$ cat src/fsp_div.sv
// ----------------------------------------------------------------------------
// fsp_div
// Radix-2 restoring divider, one quotient bit per cycle, 16-bit quotient.
// The caller guarantees num[47:16] < den.
// ----------------------------------------------------------------------------
`default_nettype none

module fsp_div #(
	parameter int DEN_W = 38
) (
	input  wire logic             clk,
	input  wire logic             arst_n,
	input  wire logic             start,
	input  wire logic [47:0]      num,
	input  wire logic [DEN_W-1:0] den,
	output logic                  done,
	output logic [15:0]           quo
);

	logic             busy_q;
	logic [3:0]       cnt_q;
	logic [DEN_W-1:0] rem_q;
	logic [15:0]      low_q;
	logic [DEN_W-1:0] den_q;
	logic [DEN_W:0]   rem_sh;
	logic             fits;

	assign rem_sh = {rem_q, low_q[15]};
	assign fits   = rem_sh >= {1'b0, den_q};

	always_ff @(posedge clk or negedge arst_n) begin
		if (!arst_n) begin
			busy_q <= 1'b0;
			done   <= 1'b0;
			cnt_q  <= '0;
		end else begin
			done <= 1'b0;
			if (start) begin
				busy_q <= 1'b1;
				cnt_q  <= '0;
			end else if (busy_q) begin
				cnt_q <= cnt_q + 4'd1;
				if (cnt_q == 4'd15) begin
					busy_q <= 1'b0;
					done   <= 1'b1;
				end
			end
		end
	end

	always_ff @(posedge clk) begin
		if (start) begin
			rem_q <= DEN_W'(num[47:16]);
			low_q <= num[15:0];
			den_q <= den;
		end else if (busy_q) begin
			rem_q <= fits ? DEN_W'(rem_sh - {1'b0, den_q}) : rem_sh[DEN_W-1:0];
			low_q <= {low_q[14:0], 1'b0};
			quo   <= {quo[14:0], fits};
		end
	end

endmodule

`default_nettype wire

$ cat config.mk
export PLATFORM = sky130hd
export DESIGN_NAME = fsp_div
export DESIGN_NICKNAME = d
export VERILOG_FILES = /design/src/fsp_div.sv
export SDC_FILE = /design/constraint.sdc
export NUM_CORES = 1
export LEC_CHECK = 0
export ABC_CLOCK_PERIOD_IN_PS = 4500
export CORE_MARGIN = 3
export CORE_UTILIZATION = 50
export DETAILED_ROUTE_END_ITERATION = 6
export DONT_BUFFER_PORTS = 1
export GPL_ROUTABILITY_DRIVEN = 0
export PLACE_DENSITY = 0.77
export REMOVE_ABC_BUFFERS = 1
export SLEW_MARGIN = 20
export SYNTH_ARGS = -nofsm -noshare
export SYNTH_HDL_FRONTEND = slang
export SYNTH_SLANG_ARGS = --single-unit
$ cat constraint.sdc
create_clock -name clk -period 4.5 [get_ports clk]
set_clock_uncertainty 0.05 [all_clocks]
set_input_delay 0.225 -clock clk [delete_from_list [all_inputs] [get_ports clk]]
set_output_delay 0.225 -clock clk [all_outputs]
set_load 0.05 [all_outputs]
==> impl_results.md, run 1 <==
- Outcome: finished, final reports clean
- Data arrival time of the critical path: approximately 3.8 ns
- Number of inserted diodes: 0
- Crit Path Class: reg -> reg
- Commonest non-fill, non-tap cells in the layout: sky130_fd_sc_hd__edfxtp_1, sky130_fd_sc_hd__dlygate4sd3_1, sky130_fd_sc_hd__nand2_1, sky130_fd_sc_hd__a21oi_1, sky130_fd_sc_hd__inv_1
- Flip-flop cell with the highest count after synthesis: sky130_fd_sc_hd__edfxtp_1
- Remaining antenna violation count: 0
- Max rail drop VDD: 0.000439 V
- RSZ-0062 raised after global routing: false
- Boundary pin count: about 110
- R2R Path Start: rem_q[3]
- Chip width: about 120 microns
- Sequential-to-total area share from yosys stat: about 50%
- Total number of H-tree levels: 4
- Gate count after technology mapping: between 600 and 700
- Number of filler instances in the final layout: between 1000 and 1500
- Leakage power: 0.00339 uW
- Hold/Removal Path Class: in -> reg
- Vias in the first global route: between 5000 and 6000
- Crit path buf inv count: 2
- FF+latch area: approximately 3300 sq um
- Distinct cells, synth: a little over 60
- Grt total ovfl: 0
- Min Tclk post-route: between 3 and 4 ns
- Least setup slack across all paths after layout: 0.887 ns
- Global-route wire length before repair: approximately 25000 microns
- Iteration count of the initial detailed-routing pass: 5
- CTS tree: built
- Highest Clock Rate: 277 MHz
- Pre-CTS setup slack: approximately 0.9 ns
- Relative slew slack: a little under 50%
- Share of async-settable or async-resettable flops after synthesis: roughly 5.3%
- DRC violations left: 0
- Library cell used as clock root buffer: sky130_fd_sc_hd__clkbuf_16
- Via count: between 4000 and 5000
- Worst hold slack after final layout: 0.0201 ns
- Post-CTS clock slew at the launch and capture registers of the worst setup and hold paths: approximately 0.050 ns
- Clock buffer count from CTS: 17
- Slew at the pin with the worst max-slew slack: just under 0.8 ns
- Critical path required time: about 4.7 ns
- Most common cell after layout, fill and taps aside: sky130_fd_sc_hd__edfxtp_1
- Detailed-placement wirelength estimate: about 9500 microns
- Multi-input gate area: between 3000 and 4000 sq um
- Routed wire length: approximately 15000 microns
- Post-Synthesis Cell Area: 6730 sq um
- Critical Path Sink: rem_q[30]
- Antenna violations before repair: 0
- Starting utilization of the core area: 52.2%
- Max Root-Sink Buffers: 2
- IO Port Bufs: 0
- Number of register bits inferred by synthesis: around 110
- EDFF count, synth: 102
- Largest fanout on the critical path: 37
- Drt wl/cell: 16.9 microns
- Total die area: 14900 sq um
- Final count of pins violating max slew: 0
- Critical R2R Capture: rem_q[30]
- Average footprint of a synthesized cell: between 10 and 15 sq um
- GRT Total Usage: roughly a fifth
- Routed vias/inst: roughly 5.6
- YS warnings: 0
- Layout Area Growth over Synthesis: 23.3%
- Pin count of the biggest net entering global routing: 83
- Y dimension of the die: 122 microns
- Number of gates resized after CTS: 0
- Start point of the critical path: rem_q[3]
- Power per Cell Area: 652 nW/um^2
- Post-Route Setup TNS: 0 ns
- Max Cap Viol: 0
- Number of nets at the end of the flow: 833
- Crit-path max cell delay: slightly below 0.4 ns
- Stages on worst setup path: 12
- Startpoint types: register
- R2R depth: 12
- WHS Path Cells: 2
- Number of setup violations in the final report: 0
- Reg2reg setup slack: around 0.89 ns
- Total number of clock tree sinks: around 110
- Fraction of layout cells with a size suffix above 1: 11.0%
- Number of design-rule violations left by the first detailed-router iteration: approximately 340
- Final hold vios: 0
- Area of the placeable core: between 10000 and 15000 sq um
- CP cell instances: ha_1 > a21o_1 > or3_1 > o21bai_2 > a21oi_1 > a311oi_2 > o21ai_2 > a31oi_4 > buf_4 > inv_2 > and4b_1 > nor4_1
- Post-route fraction of the period consumed by the critical path: around four fifths
- Critical Path Sink Type: register
- Standard cell with the maximum stage delay on the critical path: sky130_fd_sc_hd__edfxtp_1
- Row count: slightly above 40
- Worst skew pair latency: ~0.42 ns
- Kind of cell adding the most delay to the critical path: compound AO/OA/AOI/OAI gates
[through the flow]
stage	power, uW	util, %	instance area [sq um]	cells
after global routing	5790	64.4	8300	888
after floorplan	3490	-	6610	597
final	5410	64.4	8300	888
after CTS	5400	64.4	8290	888
after global placement	3900	53.1	6840	771
after detailed placement	3980	53.1	6840	771
[per-layer routing]
| metal | vias to the layer above | wire [microns] | global-route usage (%) |
|---|---|---|---|
| li1 | 2433 | - | - |
| met1 | 2350 | 6530 | 27.1 |
| met2 | 154 | 7380 | 34.6 |
| met3 | 20 | 818 | 5.80 |
| met4 | 0 | 279 | 8.05 |
| met5 | - | 0 | 0 |
[worst min-delay path by stage]
stage / from / to / slack (ns)
after floorplan: arst_n / busy_q / -0.12
after global placement: arst_n / done / -0.12
after detailed placement: arst_n / done / -0.12
after CTS: start / rem_q[22] / 0.006
after global routing: num[38] / rem_q[22] / 0.03
final: start / rem_q[22] / 0.02
[cells by family after synthesis]
kind of cell    after synthesis  synth area share [%]
compound gates              166                  15.8
xor+xnor                     37                  4.82
fa+ha+maj                    40                  7.55
buf+inv                      72                  4.43
flops                       114                  49.6
mux                          42                  6.94
simple gates                150                  10.9
[flip-flops by register name, summed over array words and instances, names as in the netlist]
register / flops
cnt_q: 4
quo: 16
busy_q: 1
low_q: 16
rem_q: 38
den_q: 38
done: 1
[where the power goes]
| group | switching [uW] | internal (uW) | total, uW |
|---|---|---|---|
| registers | 186 | 1450 | 1640 |
| clock network | 460 | 854 | 1310 |
| logic | 1390 | 1060 | 2450 |
[final cells by class]
class	instances	share of cell area (%)
clock buffer	18	5.17
clock inverter	13	1.73
inverter	48	2.17
multi-input combinational	435	37.4
sequential	114	40.2
tap	172	2.59
timing repair buffer	88	10.8
[timing repair]
| item | CTS | global route |
|---|---|---|
| setup buffers | 0 | 0 |
| hold buffers | 86 | 0 |
| hold endpoints to repair | 141 | 0 |
[synthesized netlist by cell type (14+ instances only)]
library cell | number | share of area [%]
sky130_fd_sc_hd__mux2_2 | 37 | 6.2
sky130_fd_sc_hd__xor2_1 | 20 | 2.6
sky130_fd_sc_hd__xnor2_1 | 17 | 2.2
sky130_fd_sc_hd__a21oi_1 | 47 | 3.5
sky130_fd_sc_hd__nand2_1 | 55 | 3.1
sky130_fd_sc_hd__ha_1 | 39 | 7.3
sky130_fd_sc_hd__edfxtp_1 | 102 | 46
sky130_fd_sc_hd__inv_1 | 47 | 2.6
sky130_fd_sc_hd__a21o_1 | 18 | 2.0
sky130_fd_sc_hd__o21ai_0 | 32 | 2.4
sky130_fd_sc_hd__nor2_1 | 37 | 2.1
sky130_fd_sc_hd__clkbuf_1 | 14 | 0.78
sky130_fd_sc_hd__o21ai_1 | 14 | 1.0
(Power assumes the default switching activity.)
==> inputs of run 2 (changes only) <==
- ABC_CLOCK_PERIOD_IN_PS: 4500 -> 3000
- PLACE_DENSITY: 0.77 -> 0.8
- clock period: 4.5 -> 3 ns (I/O delays scaled with it)
==> run 2 against run 1 <==
Highest routed layer unchanged; sequential share of layout area down 5.4 points; clock power rose by 63%; wire length increased by 22%; the flow now finishes with violations (negative setup slack).
==> impl_results.md, run 2 (synthesis results as in run 1) <==
- Largest fanout on the critical path: 6
- Crit path buf inv count: 5
- Number of design-rule violations left by the first detailed-router iteration: 447
- Top cell by count, worst path: sky130_fd_sc_hd__o21ai_2
- Hold/Removal Path Class: in -> reg
- Max Root-Sink Buffers: 2
- Post-route fraction of the period consumed by the critical path: 105%
- Min Tclk post-route: between 3 and 4 ns
- Share of total power consumed by net switching: about 38%
- Final count of pins violating max slew: 0
- Slew at the pin with the worst max-slew slack: around 0.66 ns
- Final std cells w/o fill: roughly 1000
- Power dissipated by switching net loads: roughly 4000 uW
- Boundary pin count: 106
- Y dimension of the die: 122 microns
- Via count: 5632
- Iteration count of the initial detailed-routing pass: 5
- RSZ-0062 raised after global routing: true
- Most common cell after layout, fill and taps aside: sky130_fd_sc_hd__edfxtp_1
- Multi-input gate area: around 3500 sq um
- Violations in the final reports: negative setup slack
- Critical Path Sink Type: register
- Vias in the first global route: between 5000 and 6000
- Detailed-placement wirelength estimate: 10600 microns
- Total number of clock tree sinks: ~110
- DRC violations left: 0
- Grt total ovfl: 0
- Data arrival time of the critical path: 3.27 ns
- Internal Power: around 6600 uW
- CTS tree: built
- Crit-path max cell delay: between 0.4 and 0.5 ns
- Starting utilization of the core area: a little over half
- Max rail drop VDD: 0.000623 V
- Total number of H-tree levels: 4
- FF+latch area: between 3000 and 4000 sq um
- GRT Total Usage: 24.1%
- Row count: 41
- Kind of cell adding the most delay to the critical path: compound AO/OA/AOI/OAI gates
- Critical path required time: slightly above 3 ns
- Power per Cell Area: around 1100 nW/um^2
- Commonest non-fill, non-tap cells in the layout: sky130_fd_sc_hd__edfxtp_1, sky130_fd_sc_hd__dlygate4sd3_1, sky130_fd_sc_hd__buf_4, sky130_fd_sc_hd__nand2_1, sky130_fd_sc_hd__inv_1
- CP cell instances: ha_4 > buf_6 > buf_6 > o21a_1 > o21ai_2 > o21bai_4 > a21oi_2 > a311oi_2 > o21ai_2 > a31oi_4 > buf_12 > buf_12 > buf_4 > o21ai_2 > mux2_4
- Leakage power: 0.00399 uW
- Standard cell with the maximum stage delay on the critical path: sky130_fd_sc_hd__edfxtp_1
- Worst skew pair latency: 0.42 ns
- Routed wire length: ~18000 microns
- Number of setup violations in the final report: 38
- Portion of total power attributed to combinational logic: between 50 and 60%
- Part of the total power dissipated in the clock network: between 20 and 25%
- Global-route wire length before repair: 28000 microns
- Relative slew slack: 55.8%
- Least setup slack across all paths after layout: -0.159 ns
- Outcome: finished with violations
- Antenna violations before repair: 0
- Largest registers: den_q (38), rem_q (38)
- Cell area after placement: around 7400 sq um
- Max Cap Viol: 0
- Worst hold slack after final layout: 0.0352 ns
- Fraction of layout cells with a size suffix above 1: roughly 29%
- Final design area excluding fillers: around 9600 sq um
- Number of nets at the end of the flow: just over 900
- Startpoint types: register
- Total die area: 14900 sq um
- Clock buffer count from CTS: 17
- Remaining antenna violation count: 0
- Final hold vios: 0
- Post-CTS clock slew at the launch and capture registers of the worst setup and hold paths: approximately 0.060 ns
- Pin count of the biggest net entering global routing: around 110
- Drt wl/cell: roughly 19 microns
- Chip width: ~120 microns
- Crit Path Class: reg -> reg
- Layout Area Growth over Synthesis: 42.5%
- Total placed cells including tap cells: approximately 840
- Sequential share of power: between 20% and 30%
- Fin util: around three quarters
- Routed vias/inst: roughly 5.7
- Library cell used as clock root buffer: sky130_fd_sc_hd__clkbuf_16
- Area of the placeable core: roughly 13000 sq um
- Number of inserted diodes: 0
- Post-Route Setup TNS: -3.31 ns
- Highest Clock Rate: roughly 320 MHz
- IO Port Bufs: 0
- Number of filler instances in the final layout: between 700 and 800
-- run 2: changes by cell type in the layout (fill, tap and decap cells not counted), moves of 5 or more --
cell,delta
sky130_fd_sc_hd__buf_4,+79
sky130_fd_sc_hd__o21ai_0,-16
sky130_fd_sc_hd__o21ai_2,+12
sky130_fd_sc_hd__a21oi_1,-11
sky130_fd_sc_hd__a21oi_2,+9
sky130_fd_sc_hd__buf_6,+9
sky130_fd_sc_hd__ha_1,-9
sky130_fd_sc_hd__ha_4,+7
sky130_fd_sc_hd__mux2_2,-6
sky130_fd_sc_hd__mux2_4,+6
sky130_fd_sc_hd__buf_12,+5
-- run 2: through the flow --
step	power (uW)	setup slack, ns
after floorplan	5240	-0.790
after global placement	6540	-0.165
after detailed placement	6710	-0.284
after CTS	9860	-0.0902
after global routing	11100	-0.248
final	10600	-0.159
-- run 2: cell type report --
type	instances	share of cell area, %
Multi-Input combinational cell	435	36.3
Sequential cell	114	34.8
Timing Repair Buffer	185	18.3
Clock buffer	17	4.44
Tap cell	172	2.24
Clock inverter	14	2.02
Inverter	48	1.91
-- run 2: per-layer routing --
metal	part of all wire (%)	GRT usage [%]	wire length (microns)	up-vias
met2	50	40.6	9140	262
met5	0	0	0	-
met3	6.4	6.64	1170	57
met1	41	28.8	7460	2673
li1	-	-	-	2640
met4	3.2	11.1	586	0
-- run 2: worst paths after layout --
kind	start	depth (start not counted)	slack, ns	end
worst min register to register	rem_q[32]	2	0.47	rem_q[32]
worst min-delay path	num[46]	2	0.04	rem_q[30]
max in group asynchronous	arst_n	2	2.11	done
min in group asynchronous	arst_n	2	0.56	cnt_q[1]
worst max register to register	rem_q[4]	15	-0.16	rem_q[23]
worst max-delay path	rem_q[4]	15	-0.16	rem_q[23]
-- run 2: power groups by stage --
stage | clock [uW] | combinational (uW) | sequential (uW)
2_1_floorplan | 0 | 2830 | 2410
3_3_place_gp | 0 | 4090 | 2450
3_5_place_dp | 0 | 4230 | 2480
4_1_cts | 2160 | 5220 | 2480
5_1_grt | 2240 | 6370 | 2530
6_report | 2140 | 5970 | 2500
-- run 2: timing repair --
item / CTS / global route
gates cloned: 2 / 2
buffers inserted: 16 / 11
hold buffers: 88 / 0
pin swaps: 22 / 37
hold endpoints to repair: 141 / 0
resized for setup: 63 / 45
endpoints found under the setup margin: 39 / 38
==> inputs of run 3 (changes only) <==
- ABC_AREA: default -> 1
==> run 3 against run 2 <==
The flow now finishes without violations; final area fell by 2.3%; first-iteration DRC count rose by 30%; clock power fell by 11%; wire length rose by 12%; non-clock buffer count fell by 88; final cell count rose by 35%; largest power group unchanged.
==> impl_results.md, run 3 <==
- Slew at the pin with the worst max-slew slack: between 0.9 and 1 ns
- Part of the total power dissipated in the clock network: around 22%
- Boundary pin count: ~110
- Data arrival time of the critical path: about 3 ns
- IO Port Bufs: 0
- Flip-flop cell with the highest count after synthesis: sky130_fd_sc_hd__edfxtp_1
- Total number of clock tree sinks: approximately 110
- Drt wl/cell: around 15 microns
- Fraction of layout cells with a size suffix above 1: 5.24%
- Top post-synthesis cells by area: sky130_fd_sc_hd__edfxtp_1, sky130_fd_sc_hd__nand2_1, sky130_fd_sc_hd__inv_1, sky130_fd_sc_hd__ha_1, sky130_fd_sc_hd__nand3_1
- Post-Route Setup TNS: 0 ns
- Power dissipated by switching net loads: 3600 uW
- Hold/Removal Path Class: in -> reg
- Antenna violations before repair: 0
- Share of async-settable or async-resettable flops after synthesis: approximately 5.3%
- Post-CTS clock slew at the launch and capture registers of the worst setup and hold paths: ~0.06 ns
- Post-Synthesis Cell Area: between 7000 and 8000 sq um
- Chip width: 131 microns
- Number of nets at the end of the flow: about 1300
- Distinct cells, synth: 35
- GRT Total Usage: around a quarter
- Power per Cell Area: 903 nW/um^2
- Final hold vios: 0
- Commonest cells post-synth: sky130_fd_sc_hd__nand2_1, sky130_fd_sc_hd__inv_1, sky130_fd_sc_hd__edfxtp_1
- Number of gates resized after CTS: 0
- Most common cell in the netlist: sky130_fd_sc_hd__nand2_1
- Iteration count of the initial detailed-routing pass: 7
- Total number of H-tree levels: 4
- Fin util: between 60% and 70%
- Layout Area Growth over Synthesis: 20.7%
- Library cell used as clock root buffer: sky130_fd_sc_hd__clkbuf_16
- Most common cell after layout, fill and taps aside: sky130_fd_sc_hd__nand2_1
- Largest registers: den_q (38), rem_q (38)
- Outcome: finished, final reports clean
- Worst skew pair latency: around 0.42 ns
- Sequential-to-total area share from yosys stat: between 40% and 50%
- RSZ-0062 raised after global routing: false
- Startpoint types: register
- Post-route fraction of the period consumed by the critical path: 95.3%
- Least setup slack across all paths after layout: approximately 0.14 ns
- Routed wire length: ~21000 microns
- Routed vias/inst: 5.25
- Internal Power: 4860 uW
- Min Tclk post-route: ~2.9 ns
- Leakage power: 0.00468 uW
- DRC violations left: 0
- Vias in the first global route: 7027
- Critical Path Sink Type: register
- Highest Clock Rate: around 350 MHz
- Number of register bits inferred by synthesis: between 100 and 150
- Average footprint of a synthesized cell: around 7.5 sq um
- Final design area excluding fillers: ~9400 sq um
- YS warnings: 0
- Row count: 44
- Max Cap Viol: 0
- Via count: 6986
- Largest fanout on the critical path: 23
- Cell area after placement: a little under 8000 sq um
- Sequential share of power: 28.1%
- Portion of total power attributed to combinational logic: between 40% and 50%
- Remaining antenna violation count: 0
- Crit Path Class: reg -> reg
- Total die area: ~17000 sq um
- Final count of pins violating max slew: 0
- EDFF count, synth: about 100
- Max Root-Sink Buffers: 2
- Pre-CTS setup slack: between 0.2 and 0.3 ns
- Area of the placeable core: roughly 15000 sq um
- Global-route wire length before repair: approximately 33000 microns
- Gate count after technology mapping: around 1000
- Critical path required time: 3.12 ns
- Relative slew slack: around two fifths
- Pin count of the biggest net entering global routing: 88
- Grt total ovfl: 0
- Commonest non-fill, non-tap cells in the layout: sky130_fd_sc_hd__nand2_1, sky130_fd_sc_hd__inv_1, sky130_fd_sc_hd__edfxtp_1, sky130_fd_sc_hd__dlygate4sd3_1, sky130_fd_sc_hd__nand3_1
- Max rail drop VDD: 0.000521 V
- Largest area contributor in the netlist: sky130_fd_sc_hd__edfxtp_1
- Starting utilization of the core area: about 52%
- Final total power: 8460 uW
- Detailed-placement wirelength estimate: between 10000 and 15000 microns
- Number of inserted diodes: 0
- Number of buffers inserted to repair setup after CTS: 0
- CTS tree: built
- Y dimension of the die: approximately 130 microns
- Clock buffer count from CTS: 17
- Number of design-rule violations left by the first detailed-router iteration: 580
- Share of total power consumed by net switching: roughly 43%
- Area share of the leading cell type in the synthesized netlist: 39.5%
- Number of setup violations in the final report: 0
run 3: repair_timing:
| action | in CTS | in global routing |
|---|---|---|
| setup endpoints to repair | 0 | 0 |
| hold buffers | 89 | 0 |
| endpoints found under the hold margin | 135 | 0 |
run 3: worst max-delay path, stage by stage, from the launching register on:
cell and delay, ns:
sky130_fd_sc_hd__edfxtp_1 0.39, sky130_fd_sc_hd__ha_1 0.37, sky130_fd_sc_hd__nand2_1 0.14, sky130_fd_sc_hd__inv_1 0.05, sky130_fd_sc_hd__a21oi_1 0.24, sky130_fd_sc_hd__nand2_1 0.16
sky130_fd_sc_hd__a21oi_2 0.24, sky130_fd_sc_hd__nand2_4 0.09, sky130_fd_sc_hd__nand2_4 0.22, sky130_fd_sc_hd__buf_4 0.34, sky130_fd_sc_hd__nand3b_1 0.13, sky130_fd_sc_hd__nand3_1 0.11
sky130_fd_sc_hd__nand2_1 0.06
run 3: layout make-up:
class	count	area, sq um
Clock buffer	20	437
Fill cell	1278	5500
Sequential cell	114	3330
Tap cell	184	230
Clock inverter	12	116
Timing Repair Buffer	97	968
Inverter	167	628
Multi-Input combinational cell	736	3650
run 3: final timing paths:
kind / depth (start not counted) / slack (ns) / from / to
min in group asynchronous: 2 / 0.53 / arst_n / done
max in group asynchronous: 2 / 2.14 / arst_n / cnt_q[3]
worst max register to register: 12 / 0.14 / rem_q[21] / rem_q[26]
worst max-delay path: 12 / 0.14 / rem_q[21] / rem_q[26]
worst min register to register: 1 / 0.41 / cnt_q[3] / cnt_q[3]
worst min-delay path: 1 / 0.12 / start / den_q[12]
run 3: kinds of logic (layout without fill, tap and decap cells):
logic type                 count (synthesis)  count (layout)  share of synthesized area [%]
AOI/OAI and AO/OA                         50              50                           3.48
xor gates and xnor gates                  21              21                           2.37
adders and majority gates                 40              40                           6.55
buffers and inverters                    190             296                           10.0
DFF                                      114             114                           42.9
and+or+nand+nor                          625             625                           34.6
run 3: metal layers:
| layer | global-route usage (%) | part of all wire, % | routed length [microns] | vias up |
|---|---|---|---|---|
| met1 | 31.2 | 42 | 8700 | 3212 |
| li1 | - | - | - | 3471 |
| met3 | 5.85 | 6.8 | 1400 | 42 |
| met4 | 9.92 | 2.3 | 478 | 0 |
| met2 | 41.2 | 48 | 9960 | 261 |
| met5 | 0 | 0 | 0 | - |
run 3: power by group through the flow:
stage	logic, uW	clock network (uW)	registers (uW)
after floorplan	3030	0	2330
after global placement	3850	0	2380
after detailed placement	3940	0	2390
after CTS	4100	1920	2370
after global routing	4700	1990	2400
final	4190	1900	2370
run 3: through the flow:
step,hold WS [ns],cells
final,0.118,1330
after global routing,0.129,1330
after CTS,0.108,1330
after detailed placement,-0.195,1209
after global placement,-0.195,1209
after floorplan,-0.196,1017
